`src/hw/rtl/mcr_pkg.sv`:
```
// ----------------------------------------------------------------------------
// mcr_pkg
// Shared types and constants of the midpoint circle rasterizer.
// ----------------------------------------------------------------------------
`default_nettype none

package mcr_pkg;

    localparam int COORD_BITS = 16;
    localparam int IN_W       = 16;
    localparam int SUM_W      = ((COORD_BITS > IN_W) ? COORD_BITS : IN_W) + 2;
    localparam int DEC_W      = IN_W + 4;
    localparam int SIZE_W     = 11;
    localparam int PIX_W      = 10;
    localparam int IDX_W      = 3;
    localparam int MAX_DISP   = 1024;
    localparam int JQ_DEPTH   = 4;
    localparam int JQ_AW      = $clog2(JQ_DEPTH);

    localparam logic FUNC_START   = 1'b0;
    localparam logic FUNC_ADVANCE = 1'b1;

    localparam logic [1:0] CFG_WIDTH  = 2'd0;
    localparam logic [1:0] CFG_HEIGHT = 2'd1;

    localparam logic [1:0] K_START_OUT = 2'd0;
    localparam logic [1:0] K_SPAN1     = 2'd1;
    localparam logic [1:0] K_ADV_FILL  = 2'd2;
    localparam logic [1:0] K_ADV_OUT   = 2'd3;

    typedef struct packed {
        logic                   func;
        logic signed [IN_W-1:0] center_x;
        logic signed [IN_W-1:0] center_y;
        logic signed [IN_W-1:0] radius;
        logic                   fill;
    } t_in;

    typedef struct packed {
        logic [PIX_W-1:0] span_start;
        logic [PIX_W-1:0] span_end;
        logic [PIX_W-1:0] row;
        logic             visible;
        logic             last;
        logic             done_res;
    } t_out;

    typedef struct packed {
        logic [1:0]                   kind;
        logic signed [COORD_BITS-1:0] cx;
        logic signed [COORD_BITS-1:0] cy;
        logic [IN_W-1:0]              x;
        logic [IN_W-1:0]              y;
        logic                         done;
    } t_job;

    function automatic logic signed [COORD_BITS-1:0] load_coord(
        input logic signed [IN_W-1:0] v
    );
        logic signed [47:0] t;
        t = 48'(v);
        return t[COORD_BITS-1:0];
    endfunction

endpackage

`default_nettype wire

```
`src/hw/rtl/mcr_front.sv`:
```
// ----------------------------------------------------------------------------
// mcr_front
// Decodes start/advance items, steps the midpoint decision terms and
// issues one emit job per item that produces results.
// ----------------------------------------------------------------------------
`default_nettype none

module mcr_front (
    input  wire logic          i_clk,
    input  wire logic          i_rst_n,
    input  wire logic          i_accept,
    input  wire mcr_pkg::t_in  i_item,
    output logic               o_job_valid,
    output mcr_pkg::t_job      o_job
);
    import mcr_pkg::*;

    logic signed [COORD_BITS-1:0] r_cx, n_cx;
    logic signed [COORD_BITS-1:0] r_cy, n_cy;
    logic [IN_W-1:0]              r_sc, n_sc;
    logic [IN_W-1:0]              r_sr, n_sr;
    logic signed [DEC_W-1:0]      r_dec, n_dec;
    logic signed [DEC_W-1:0]      r_dcol, n_dcol;
    logic signed [DEC_W-1:0]      r_drow, n_drow;
    logic                         r_fill, n_fill;
    logic                         r_active, n_active;

    logic signed [DEC_W-1:0] w_rad;
    logic signed [DEC_W-1:0] w_dec_t;

    always_comb begin
        n_cx        = r_cx;
        n_cy        = r_cy;
        n_sc        = r_sc;
        n_sr        = r_sr;
        n_dec       = r_dec;
        n_dcol      = r_dcol;
        n_drow      = r_drow;
        n_fill      = r_fill;
        n_active    = r_active;
        o_job_valid = 1'b0;
        o_job       = '0;
        w_rad       = DEC_W'(i_item.radius);
        w_dec_t     = r_dec;
        if (i_accept) begin
            if (i_item.func == FUNC_START) begin
                n_cx     = load_coord(i_item.center_x);
                n_cy     = load_coord(i_item.center_y);
                n_fill   = i_item.fill;
                n_active = 1'b0;
                o_job.cx = load_coord(i_item.center_x);
                o_job.cy = load_coord(i_item.center_y);
                if (i_item.radius == '0) begin
                    o_job_valid = 1'b1;
                    o_job.kind  = K_SPAN1;
                    o_job.done  = 1'b1;
                end else if (!i_item.radius[IN_W-1]) begin
                    n_dec       = DEC_W'(1) - w_rad;
                    n_dcol      = DEC_W'(1);
                    n_drow      = -(w_rad <<< 1);
                    n_sc        = '0;
                    n_sr        = i_item.radius;
                    n_active    = 1'b1;
                    o_job_valid = 1'b1;
                    o_job.kind  = i_item.fill ? K_SPAN1 : K_START_OUT;
                    o_job.y     = i_item.radius;
                end
            end else if (r_active) begin
                if (r_dec >= 0) begin
                    n_sr    = r_sr - 1'b1;
                    n_drow  = r_drow + DEC_W'(2);
                    w_dec_t = r_dec + n_drow;
                end
                n_sc        = r_sc + 1'b1;
                n_dcol      = r_dcol + DEC_W'(2);
                n_dec       = w_dec_t + n_dcol;
                n_active    = n_sc < n_sr;
                o_job_valid = 1'b1;
                o_job.kind  = r_fill ? K_ADV_FILL : K_ADV_OUT;
                o_job.cx    = r_cx;
                o_job.cy    = r_cy;
                o_job.x     = n_sc;
                o_job.y     = n_sr;
                o_job.done  = !(n_sc < n_sr);
            end
        end
    end

    always_ff @(posedge i_clk) begin
        if (!i_rst_n) begin
            r_cx     <= '0;
            r_cy     <= '0;
            r_sc     <= '0;
            r_sr     <= '0;
            r_dec    <= '0;
            r_dcol   <= '0;
            r_drow   <= '0;
            r_fill   <= 1'b0;
            r_active <= 1'b0;
        end else begin
            r_cx     <= n_cx;
            r_cy     <= n_cy;
            r_sc     <= n_sc;
            r_sr     <= n_sr;
            r_dec    <= n_dec;
            r_dcol   <= n_dcol;
            r_drow   <= n_drow;
            r_fill   <= n_fill;
            r_active <= n_active;
        end
    end

`ifndef SYNTHESIS
    a_active_order: assert property (@(posedge i_clk) disable iff (!i_rst_n)
        r_active |-> r_sc < r_sr)
        else $error("active circle with step_col >= step_row");
    a_adv_job: assert property (@(posedge i_clk) disable iff (!i_rst_n)
        (i_accept && i_item.func == FUNC_ADVANCE && !r_active) |-> !o_job_valid)
        else $error("job issued for advance while idle");
    a_neg_radius: assert property (@(posedge i_clk) disable iff (!i_rst_n)
        (i_accept && i_item.func == FUNC_START && i_item.radius[IN_W-1]) |=> !r_active)
        else $error("negative radius left a circle active");
`endif

endmodule

`default_nettype wire

```
`src/hw/rtl/mcr_job_queue.sv`:
```
// ----------------------------------------------------------------------------
// mcr_job_queue
// Small FIFO of emit jobs between the decode front and the emit back.
// ----------------------------------------------------------------------------
`default_nettype none

module mcr_job_queue (
    input  wire logic           i_clk,
    input  wire logic           i_rst_n,
    input  wire logic           i_push,
    input  wire mcr_pkg::t_job  i_job,
    output logic                o_full,
    output logic                o_valid,
    output mcr_pkg::t_job       o_job,
    input  wire logic           i_pop
);
    import mcr_pkg::*;

    t_job             r_mem [JQ_DEPTH];
    logic [JQ_AW-1:0] r_wr, r_rd;
    logic [JQ_AW:0]   r_cnt;
    logic             w_push, w_pop;

    assign o_full  = r_cnt == (JQ_AW+1)'(JQ_DEPTH);
    assign o_valid = r_cnt != '0;
    assign o_job   = r_mem[r_rd];
    assign w_push  = i_push && !o_full;
    assign w_pop   = i_pop && o_valid;

    always_ff @(posedge i_clk) begin
        if (w_push) begin
            r_mem[r_wr] <= i_job;
        end
    end

    always_ff @(posedge i_clk) begin
        if (!i_rst_n) begin
            r_wr  <= '0;
            r_rd  <= '0;
            r_cnt <= '0;
        end else begin
            if (w_push) begin
                r_wr <= r_wr + 1'b1;
            end
            if (w_pop) begin
                r_rd <= r_rd + 1'b1;
            end
            r_cnt <= r_cnt + (JQ_AW+1)'(w_push) - (JQ_AW+1)'(w_pop);
        end
    end

`ifndef SYNTHESIS
    a_cnt_range: assert property (@(posedge i_clk) disable iff (!i_rst_n)
        r_cnt <= (JQ_AW+1)'(JQ_DEPTH))
        else $error("job queue count out of range");
    a_ptr_gap: assert property (@(posedge i_clk) disable iff (!i_rst_n)
        (r_cnt != (JQ_AW+1)'(JQ_DEPTH)) |-> (JQ_AW'(r_wr - r_rd) == r_cnt[JQ_AW-1:0]))
        else $error("job queue pointers disagree with count");
    a_drop: assert property (@(posedge i_clk) disable iff (!i_rst_n)
        (i_push && o_full && !i_pop) |=> $stable(r_cnt))
        else $error("job queue count moved on a blocked push");
`endif

endmodule

`default_nettype wire

```
`src/hw/rtl/mcr_back.sv`:
```
// ----------------------------------------------------------------------------
// mcr_back
// Expands each job into its mirrored pixels or spans, one per cycle while
// the result buffer has room, clips them to the display and buffers them for the result port.
// ----------------------------------------------------------------------------
`default_nettype none

module mcr_back (
    input  wire logic                            i_clk,
    input  wire logic                            i_rst_n,
    input  wire logic                            i_job_valid,
    input  wire mcr_pkg::t_job                   i_job,
    output logic                                 o_job_pop,
    input  wire logic [mcr_pkg::SIZE_W-1:0]      i_width,
    input  wire logic [mcr_pkg::SIZE_W-1:0]      i_height,
    output logic                                 o_empty,
    input  wire logic                            i_pop,
    output mcr_pkg::t_out                        o_result
);
    import mcr_pkg::*;

    localparam int OB_DEPTH = 2;

    t_out             r_ob [OB_DEPTH];
    logic             r_ob_wr, r_ob_rd;
    logic [1:0]       r_ob_cnt;
    logic [IDX_W-1:0] r_idx;

    logic signed [SUM_W-1:0] w_cxs, w_cys, w_xs, w_ys;
    logic signed [SUM_W-1:0] w_cpx, w_cmx, w_cpy, w_cmy;
    logic signed [SUM_W-1:0] w_rpx, w_rmx, w_rpy, w_rmy;
    logic signed [SUM_W-1:0] w_a, w_b, w_row, w_ws, w_hs;
    logic signed [SUM_W-1:0] w_ac, w_bc;
    logic [IDX_W-1:0]        w_last_idx;
    logic                    w_last, w_vis, w_issue, w_out_pop;
    t_out                    w_res;

    always_comb begin
        w_cxs = SUM_W'(i_job.cx);
        w_cys = SUM_W'(i_job.cy);
        w_xs  = signed'(SUM_W'(i_job.x));
        w_ys  = signed'(SUM_W'(i_job.y));
        w_cpx = w_cxs + w_xs;
        w_cmx = w_cxs - w_xs;
        w_cpy = w_cxs + w_ys;
        w_cmy = w_cxs - w_ys;
        w_rpx = w_cys + w_xs;
        w_rmx = w_cys - w_xs;
        w_rpy = w_cys + w_ys;
        w_rmy = w_cys - w_ys;
        w_a   = w_cpx;
        w_row = w_rpy;
        case (i_job.kind)
            K_START_OUT: w_last_idx = IDX_W'(3);
            K_ADV_FILL:  w_last_idx = IDX_W'(3);
            K_ADV_OUT:   w_last_idx = IDX_W'(7);
            default:     w_last_idx = '0;
        endcase
        case (i_job.kind)
            K_ADV_OUT: begin
                case (r_idx)
                    3'd0:    begin w_a = w_cpx; w_row = w_rpy; end
                    3'd1:    begin w_a = w_cmx; w_row = w_rpy; end
                    3'd2:    begin w_a = w_cpx; w_row = w_rmy; end
                    3'd3:    begin w_a = w_cmx; w_row = w_rmy; end
                    3'd4:    begin w_a = w_cpy; w_row = w_rpx; end
                    3'd5:    begin w_a = w_cmy; w_row = w_rpx; end
                    3'd6:    begin w_a = w_cpy; w_row = w_rmx; end
                    default: begin w_a = w_cmy; w_row = w_rmx; end
                endcase
                w_b = w_a;
            end
            K_START_OUT: begin
                case (r_idx)
                    3'd0:    begin w_a = w_cpx; w_row = w_rpy; end
                    3'd1:    begin w_a = w_cpx; w_row = w_rmy; end
                    3'd2:    begin w_a = w_cpy; w_row = w_rpx; end
                    default: begin w_a = w_cmy; w_row = w_rpx; end
                endcase
                w_b = w_a;
            end
            K_ADV_FILL: begin
                case (r_idx)
                    3'd0:    begin w_a = w_cmx; w_b = w_cpx; w_row = w_rpy; end
                    3'd1:    begin w_a = w_cmx; w_b = w_cpx; w_row = w_rmy; end
                    3'd2:    begin w_a = w_cmy; w_b = w_cpy; w_row = w_rpx; end
                    default: begin w_a = w_cmy; w_b = w_cpy; w_row = w_rmx; end
                endcase
            end
            default: begin
                w_a   = w_cmy;
                w_b   = w_cpy;
                w_row = w_rpx;
            end
        endcase

        w_ws  = signed'(SUM_W'(i_width));
        w_hs  = signed'(SUM_W'(i_height));
        w_vis = !(w_row < 0 || w_row >= w_hs || w_b < 0 || w_a >= w_ws);
        w_ac  = (w_a < 0) ? '0 : w_a;
        w_bc  = (w_b >= w_ws) ? (w_ws - SUM_W'(1)) : w_b;
        w_last = r_idx == w_last_idx;

        w_res            = '0;
        w_res.visible    = w_vis;
        w_res.last       = w_last;
        w_res.done_res   = i_job.done;
        if (w_vis) begin
            w_res.span_start = w_ac[PIX_W-1:0];
            w_res.span_end   = w_bc[PIX_W-1:0];
            w_res.row        = w_row[PIX_W-1:0];
        end
    end

    assign o_empty   = r_ob_cnt == '0;
    assign o_result  = r_ob[r_ob_rd];
    assign w_out_pop = i_pop && !o_empty;
    assign w_issue   = i_job_valid && (r_ob_cnt != 2'(OB_DEPTH) || w_out_pop);
    assign o_job_pop = w_issue && w_last;

    always_ff @(posedge i_clk) begin
        if (w_issue) begin
            r_ob[r_ob_wr] <= w_res;
        end
    end

    always_ff @(posedge i_clk) begin
        if (!i_rst_n) begin
            r_ob_wr  <= 1'b0;
            r_ob_rd  <= 1'b0;
            r_ob_cnt <= '0;
            r_idx    <= '0;
        end else begin
            if (w_issue) begin
                r_ob_wr <= !r_ob_wr;
                r_idx   <= w_last ? '0 : r_idx + 1'b1;
            end
            if (w_out_pop) begin
                r_ob_rd <= !r_ob_rd;
            end
            r_ob_cnt <= r_ob_cnt + 2'(w_issue) - 2'(w_out_pop);
        end
    end

`ifndef SYNTHESIS
    a_ob_cnt: assert property (@(posedge i_clk) disable iff (!i_rst_n)
        r_ob_cnt <= 2'(OB_DEPTH))
        else $error("result buffer count out of range");
    a_idx_idle: assert property (@(posedge i_clk) disable iff (!i_rst_n)
        !i_job_valid |-> r_idx == '0)
        else $error("emit index nonzero with no job");
    a_idx_range: assert property (@(posedge i_clk) disable iff (!i_rst_n)
        i_job_valid |-> r_idx <= w_last_idx)
        else $error("emit index past end of job");
    a_idx_wrap: assert property (@(posedge i_clk) disable iff (!i_rst_n)
        (w_issue && w_last) |=> r_idx == '0)
        else $error("emit index not cleared after last result");
`endif

endmodule

`default_nettype wire

```
`src/hw/rtl/midpoint_circle_rasterizer_core.sv`:
```
// ----------------------------------------------------------------------------
// midpoint_circle_rasterizer_core
// Midpoint circle rasterizer: outline pixels or filled spans, clipped to a
// programmable display size.
// ----------------------------------------------------------------------------
// channel   dir  handshake               beat
// input     in   push / full             t_in: func, center, radius, fill
// result    out  empty / pop             t_out: span, row, visible, last, done
// config    in   i_cfg_valid/o_cfg_ready index 0 width, 1 height
//
// One result per cycle from the emit stage while its result buffer has room:
// an advance yields 8 (outline) or 4 (filled), a start 4 or 1; emit sets the rate.
// Decode steps on every accepted item; a 4-deep job queue decouples it from emit.
// Items that give no result are still accepted and decoded.
// Reset is synchronous; display size resets to 128 x 64.
// ----------------------------------------------------------------------------
`default_nettype none

module midpoint_circle_rasterizer_core (
    input  wire logic                        i_clk,
    input  wire logic                        i_rst_n,
    input  wire logic                        push,
    output logic                             full,
    input  wire mcr_pkg::t_in                i_item,
    output logic                             empty,
    input  wire logic                        pop,
    output mcr_pkg::t_out                    o_result,
    input  wire logic                        i_cfg_valid,
    output logic                             o_cfg_ready,
    input  wire logic [1:0]                  i_cfg_index,
    input  wire logic [mcr_pkg::SIZE_W-1:0]  i_cfg_data
);
    import mcr_pkg::*;

    logic [SIZE_W-1:0] r_disp_w, r_disp_h;
    logic [SIZE_W-1:0] w_eff_w, w_eff_h;
    logic              w_accept, w_job_push, w_jq_full, w_job_valid, w_job_pop;
    t_job              w_job_in, w_job_head;

    assign o_cfg_ready = 1'b1;
    assign full        = w_jq_full;
    assign w_accept    = push && !w_jq_full;
    assign w_eff_w     = (r_disp_w > SIZE_W'(MAX_DISP)) ? SIZE_W'(MAX_DISP) : r_disp_w;
    assign w_eff_h     = (r_disp_h > SIZE_W'(MAX_DISP)) ? SIZE_W'(MAX_DISP) : r_disp_h;

    always_ff @(posedge i_clk) begin
        if (!i_rst_n) begin
            r_disp_w <= SIZE_W'(128);
            r_disp_h <= SIZE_W'(64);
        end else if (i_cfg_valid) begin
            case (i_cfg_index)
                CFG_WIDTH:  r_disp_w <= i_cfg_data;
                CFG_HEIGHT: r_disp_h <= i_cfg_data;
                default: ;
            endcase
        end
    end

    mcr_front u_front (
        .i_clk       (i_clk),
        .i_rst_n     (i_rst_n),
        .i_accept    (w_accept),
        .i_item      (i_item),
        .o_job_valid (w_job_push),
        .o_job       (w_job_in)
    );

    mcr_job_queue u_job_queue (
        .i_clk   (i_clk),
        .i_rst_n (i_rst_n),
        .i_push  (w_job_push),
        .i_job   (w_job_in),
        .o_full  (w_jq_full),
        .o_valid (w_job_valid),
        .o_job   (w_job_head),
        .i_pop   (w_job_pop)
    );

    mcr_back u_back (
        .i_clk       (i_clk),
        .i_rst_n     (i_rst_n),
        .i_job_valid (w_job_valid),
        .i_job       (w_job_head),
        .o_job_pop   (w_job_pop),
        .i_width     (w_eff_w),
        .i_height    (w_eff_h),
        .o_empty     (empty),
        .i_pop       (pop),
        .o_result    (o_result)
    );

endmodule

`default_nettype wire

```
`config.mk`:
```
export PLATFORM = sky130hd
export DESIGN_NAME = midpoint_circle_rasterizer_core
export DESIGN_NICKNAME = d
export VERILOG_FILES = /design/src/hw/rtl/mcr_pkg.sv /design/src/hw/rtl/mcr_front.sv /design/src/hw/rtl/mcr_job_queue.sv /design/src/hw/rtl/mcr_back.sv /design/src/hw/rtl/midpoint_circle_rasterizer_core.sv
export SDC_FILE = /design/constraint.sdc
export NUM_CORES = 1
export LEC_CHECK = 0
export BUFFER_PORTS_ARGS = -buffer_cell sky130_fd_sc_hd__buf_4
export CAP_MARGIN = 10
export CORE_MARGIN = 3
export CORE_UTILIZATION = 45
export DETAILED_ROUTE_END_ITERATION = 8
export MAX_ROUTING_LAYER = met4
export PLACE_DENSITY = 0.7
export SLEW_MARGIN = 10
export SYNTH_ARGS = -nofsm -noshare
export SYNTH_HDL_FRONTEND = slang
export SYNTH_SLANG_ARGS = --single-unit
```
`constraint.sdc`:
```
create_clock -name i_clk -period 15.06 [get_ports i_clk]
set_clock_uncertainty 0.05 [all_clocks]
set_input_delay 2.259 -clock i_clk [delete_from_list [all_inputs] [get_ports i_clk]]
set_output_delay 2.259 -clock i_clk [all_outputs]
set_load 0.02 [all_outputs]
```
* After elaboration in Yosys (flattened, before gate mapping)
Memory sizes are Yosys's and may differ from the RTL's. A register that Yosys moved wholly into a read port is not among the register bits.
Cells that the tools add are included.
** Storage, ports and cells
- Register bits :: 162
- Bits in writable memories :: 334
- Bits of input ports :: 68
- Output and inout port bits :: 36
- Logic and storage cells :: 179
- Memories kept :: 2
** Memories
- u_job_queue.r_mem :: depth 4, bits a word 67, read ports 1, clocked after memory_dff 1, wr ports 1, RTL line mcr_job_queue.sv:19 : t_job r_mem [JQ_DEPTH];
- u_back.r_ob :: depth 2, bits a word 33, read ports 1, clocked after memory_dff 1, wr ports 1, RTL line mcr_back.sv:24 : t_out r_ob [OB_DEPTH];
** Cells by class
- Add/subtract/negate cells :: 24
- $lt $le $gt $ge :: 10
- Eq/ne operators :: 16
- Multiplexer cells :: 74
- Bitwise gates (word level) :: 1
- Reductions and logical operators :: 34
** Operators by type and width (count)
- 2-to-1 mux 20 bit :: 17
- case mux 18 bit (3 select lines) :: 6
- 2-to-1 mux 16 bit :: 14
- 2-to-1 mux 67 bit :: 2
- adder 16 x 17 -> 18 bit :: 4
- case mux 18 bit (2 select lines) :: 2
- subtractor 16 x 17 -> 18 bit :: 4
- greater-or-equal comparator 18 x 12 -> 1 bit :: 3
- less-than comparator 18 x 1 -> 1 bit, second input constant :: 3
- adder 20 bit :: 2
- adder 20 x 3 -> 20 bit, second input constant :: 2
- 2-to-1 mux 18 bit :: 2
- 2-to-1 mux 34 bit :: 1
- 2-to-1 mux 30 bit :: 1
- greater-than comparator 11 bit, second input constant :: 2
- 2-to-1 mux 11 bit :: 2
- greater-or-equal comparator 20 x 1 -> 1 bit, second input constant :: 1
- 2-to-1 mux 10 bit :: 2
- negation 17 -> 20 bit :: 1
- 2-to-1 mux 1 bit :: 18
- 2-to-1 mux 17 bit :: 1
- subtractor 2 x 16 -> 17 bit, first input constant :: 1
- adder 16 x 1 -> 16 bit, second input constant :: 1
- logical NOT 16 bit :: 1
- 32 further kinds :: 66

* Longest topological paths before layout
- Depth after elaboration :: 10
- Gate-level depth with buffers :: 30

* Hierarchy
A second synthesis with hierarchy kept.
** Second synthesis, totals
- Cells, all modules :: 3597
- Area, all modules :: 34928.5 um2
** Modules (own cells, without submodules)
- mcr_back :: times used 1, cells an instance 1804, area each 14113.5 um2, seq. area each 2142.1 um2
- mcr_job_queue :: times used 1, cells an instance 399, area each 10177.3 um2, seq. area each 8227.9 um2
- mcr_front :: times used 1, cells an instance 1279, area each 9608.0 um2, seq. area each 2502.4 um2
- midpoint_circle_rasterizer_core :: times used 1, cells an instance 115, area each 1029.7 um2, seq. area each 440.4 um2

* Least setup slack after synthesis
No wires, ideal clock.
- Path kind :: register to register
- Start point :: reg (tool-made name)
- End point :: mem u_back.r_ob[0][13] (netlist bit) (data pin)
- Data arrival time :: 6219 ps
- Required time :: 14826 ps
- Slack :: 8607 ps
- Stages on the path, launching flop included :: 28
- Buffers on the path :: 4
- Clock period less this slack :: 6453 ps
- Cell sequence :: dfxtp_1 clkbuf_1 buf_1 buf_1 mux4_2 inv_1 ha_1 inv_1 fa_1 a21oi_1 o211ai_1 nor2_1 o21bai_1 a21o_1 a21o_1 a21oi_1 xnor2_1 o21ai_0 a22oi_1 o221ai_1 ha_1 o21ai_0 a21oi_1 or4_1 o311a_1 nand3b_4 buf_4 a211oi_1
** RTL lines (RTL line)
- to (decl) :: mcr_back.sv:24

==> flow_metrics.tcl <==
set metrics [dict create \
    pwr-share-clk 0.219 \
    drive_above_1_share 0.1161 \
    fin_crit_ns 7.829 \
    ys_async_sr_fraction 0 \
    die_y_um 278.3 \
    grt_max_degree 93 \
    rr_startpoint "u_back.r_idx[2]" \
    detail_route.wl_per_cell_um 22.16 \
    worst-path-buf-inv 2 \
    drv_slew 0 \
    antenna_found_initial 0 \
    tns_ns 0 \
    finalHoldViolations 0 \
    synth_edf_count 334 \
    post-route-period-util 0.5199 \
    cts_resized 0 \
    fmaxAchievable_ghz 0.1277 \
    cpPeakStageDelay_ns 0.71 \
    initial_utilization 0.4559 \
    core_um2 73210 \
    crit_type "reg2reg" \
    clkTransAtPathRegs_ns 0.07 \
    setup_ws_ns 7.231 \
    cts_buffer_depth 3 \
    slowest_stage "nand2_1" \
    path_cells "buf_4, inv_2, nand2_1, nand2_1, a21oi_1, a21boi_1, a221oi_1, o21ai_0, ha_1, a21oi_1, o21ai_0, a2111oi_0, o21ai_0, a22oi_1, o2111ai_1, a211oi_1, nand2_1, nor4_2, nand3b_4, nor3b_1" \
    worst_pin_slew_ns 1.110 \
    syn_avg_cell_area_um2 9.725 \
    fin_util 0.5026 \
    synth_seq_cells 498 \
    grt_pass1_vias 25600 \
    regToRegSetupSlack_ns 7.23 \
    cts_setup_buffers 0 \
    p_sw_frac 0.4261 \
    endpoint_kind "register" \
    die_x_um 278.3 \
    antenna_cells 0 \
    grt_use_total 0.2562 \
    holdCritPathClass "reg2reg" \
    yosysSeqAreaShare 0.3989 \
    clkSinkCount 498 \
    num_rows 99 \
    gp_congestion 0.9976 \
    drc 0 \
    vias 26670 \
    power.switching_uw 2661 \
    holdBufCountCts 0 \
    cap_violations 0 \
    clk_latency_ns 0.62 \
    dpl_cell_area_um2 34930 \
    critPathLaunch "u_back.r_idx[2]" \
    crit_end "u_back.r_ob[0][28]" \
    path_max_fanout 50 \
    fillers 6593 \
    fin_area_um2 36790 \
    layout.nets 3759 \
    setup_viol 0 \
    cts-root-buf "clkbuf_16" \
    fp.dieArea_um2 77470 \
    critPathTopFamily "compound AO/OA/AOI/OAI gates" \
    p_comb_frac 0.520 \
    p_leak_uw 0.01419 \
    grt_pass1_wl_um 151900 \
    synthesis.instances 3432 \
    ioPinCount 104 \
    status "completed" \
    path_depth 20 \
    yosysUniqueCellTypes 95 \
    ys.flop_type "edfxtp_1" \
    yosys_warnings 0 \
    dr.pass1.iters 6 \
    synth_nets 3749 \
    htree_num_levels 2 \
    dp_hpwl_um 72900 \
    internal_power_uw 3583 \
    wirelength_um 98540 \
    cts_tree "yes" \
    grt_overflow 0 \
    worstPathArrival_ns 8.17 \
    vdd_ir_drop_max_uv 105.3 \
    powerDensity_nw_per_um2 169.7 \
    start_kind "register" \
    reg2reg_to "u_back.r_ob[0][28]" \
    syn-cell-area_um2 33370 \
    crit_required_ns 15.40 \
    antenna_left 0 \
    power_frac_seq 0.262 \
    drt_iter0_drc 2772 \
    cts_buffers 54 \
    grt_setup_unrepaired "false" \
    drt-vias-per-instance 5.998 \
    worstRegToRegCells 20 \
    place_ws_ns 7.392 \
    max-slew-margin-rel 0.2566 \
    area_growth_pct 10.25 \
    port_buffers 102 \
]
[worst min-delay path: stages, from the launching register on]
cell      delay, ns
dfxtp_1        0.31
nand2_1        0.04
a21boi_0       0.06
[cell families (layout without fill, tap and decap cells)]
kind of cell | after synthesis | in the layout | share of synthesized area
xor+xnor | 218 | 218 | 0.05721
mux | 156 | 156 | 0.07344
compound gates | 888 | 888 | 0.1794
flops | 498 | 498 | 0.3989
buf+inv | 325 | 380 | 0.03786
simple gates | 1097 | 1097 | 0.1575
fa+ha+maj | 249 | 249 | 0.09560
other cells | 1 | 1 | 0.0001124
[layer usage]
layer	part of all wire	wire, µm	GRT usage	up-vias
met2	0.47	46110	0.4127	1018
met4	0.040	3901	0.08989	0
met1	0.43	42660	0.3392	12820
met5	0	0	-	-
li1	-	-	-	12600
met3	0.059	5860	0.02542	220
[cell type report]
type                       count  area [µm²]  area share
multi-input combinational   2609       18840      0.5121
sequential                   498       13320      0.3620
clock buffer                  65        1475     0.04009
tap                          959        1200     0.03261
timing repair buffer         139        1044     0.02836
inverter                     140       525.5     0.01428
clock inverter                36       387.9     0.01054
[power by group through the flow]
stage	combinational [µW]	clock [µW]	sequential, µW
global route	3500	1450	1650
global placement	3150	0	1660
finish	3240	1370	1640
CTS	3180	1390	1640
floorplan	2250	0	1640
detailed placement	3160	0	1670
[cell usage after synthesis, types with 67 or more instances]
cell	n	area, µm²
edfxtp_1	334	10030
mux4_2	67	1509
clkbuf_1	140	525.5
a21oi_1	230	1151
nor2b_1	129	807.0
o21ai_0	149	745.7
ha_1	239	2990
nor2_1	263	987.2
dfxtp_1	164	3283
nand2_1	355	1333
inv_1	133	499.2
xnor2_1	159	1393
[cell usage in the layout, fill, tap and decap left out, drive strengths merged, types with 17 or more instances in the layout]
cell	count
o221ai	17
nand2	355
ha	239
o21a	29
nor3	66
dfxtp	164
a211oi	25
or3	34
o22ai	31
and2	45
o211ai	54
a21boi	42
mux2i	48
and3	23
a31oi	32
xor2	59
o21bai	22
xnor2	159
nand3	58
nand2b	41
or2	17
clkinv	26
mux2	41
edfxtp	334
mux4	67
clkbuf	65
buf	139
nor2b	129
o21ai	150
a21oi	235
inv	143
a22oi	37
a21o	33
o31ai	19
o211a	21
nor2	269
[flip-flops by register name, indices dropped and copies added, names as in the netlist, named ones only]
register / count
u_job_queue.r_cnt: 3
u_front.r_fill: 1
u_back.r_ob_rd: 1
u_front.r_sc: 16
u_job_queue.r_rd: 2
u_front.r_sr: 16
r_disp_w: 11
u_back.r_ob_cnt: 2
u_job_queue.r_mem: 268
u_back.r_idx: 3
u_front.r_cx: 16
r_disp_h: 11
u_job_queue.r_wr: 2
u_front.r_drow: 19
u_front.r_active: 1
u_back.r_ob_wr: 1
u_front.r_dcol: 20
u_front.r_cy: 16
u_front.r_dec: 20
u_back.r_ob: 66
[through the flow]
stage / cells / total power, µW / hold slack [ns]
floorplan: 3432 / 3888 / 0.3935
global placement: 4345 / 4813 / 0.4023
detailed placement: 4345 / 4830 / 0.4082
CTS: 4446 / 6208 / 0.4168
global route: 4446 / 6595 / 0.4343
finish: 4446 / 6244 / 0.4162
[how the worst min path moves through the flow]
stage | cells after the start | to | startpoint | slack [ns]
after floorplan | 2 | u_front.r_fill | u_front.r_fill | 0.39
after global placement | 2 | u_front.r_cx[1] | u_front.r_cx[1] | 0.40
after detailed placement | 2 | u_front.r_cx[1] | u_front.r_cx[1] | 0.41
after CTS | 2 | u_front.r_cx[1] | u_front.r_cx[1] | 0.42
after global routing | 2 | u_front.r_cy[0] | u_front.r_cy[0] | 0.43
final | 2 | u_front.r_cy[12] | u_front.r_cy[12] | 0.42
Power figures use the tool's default switching activity.
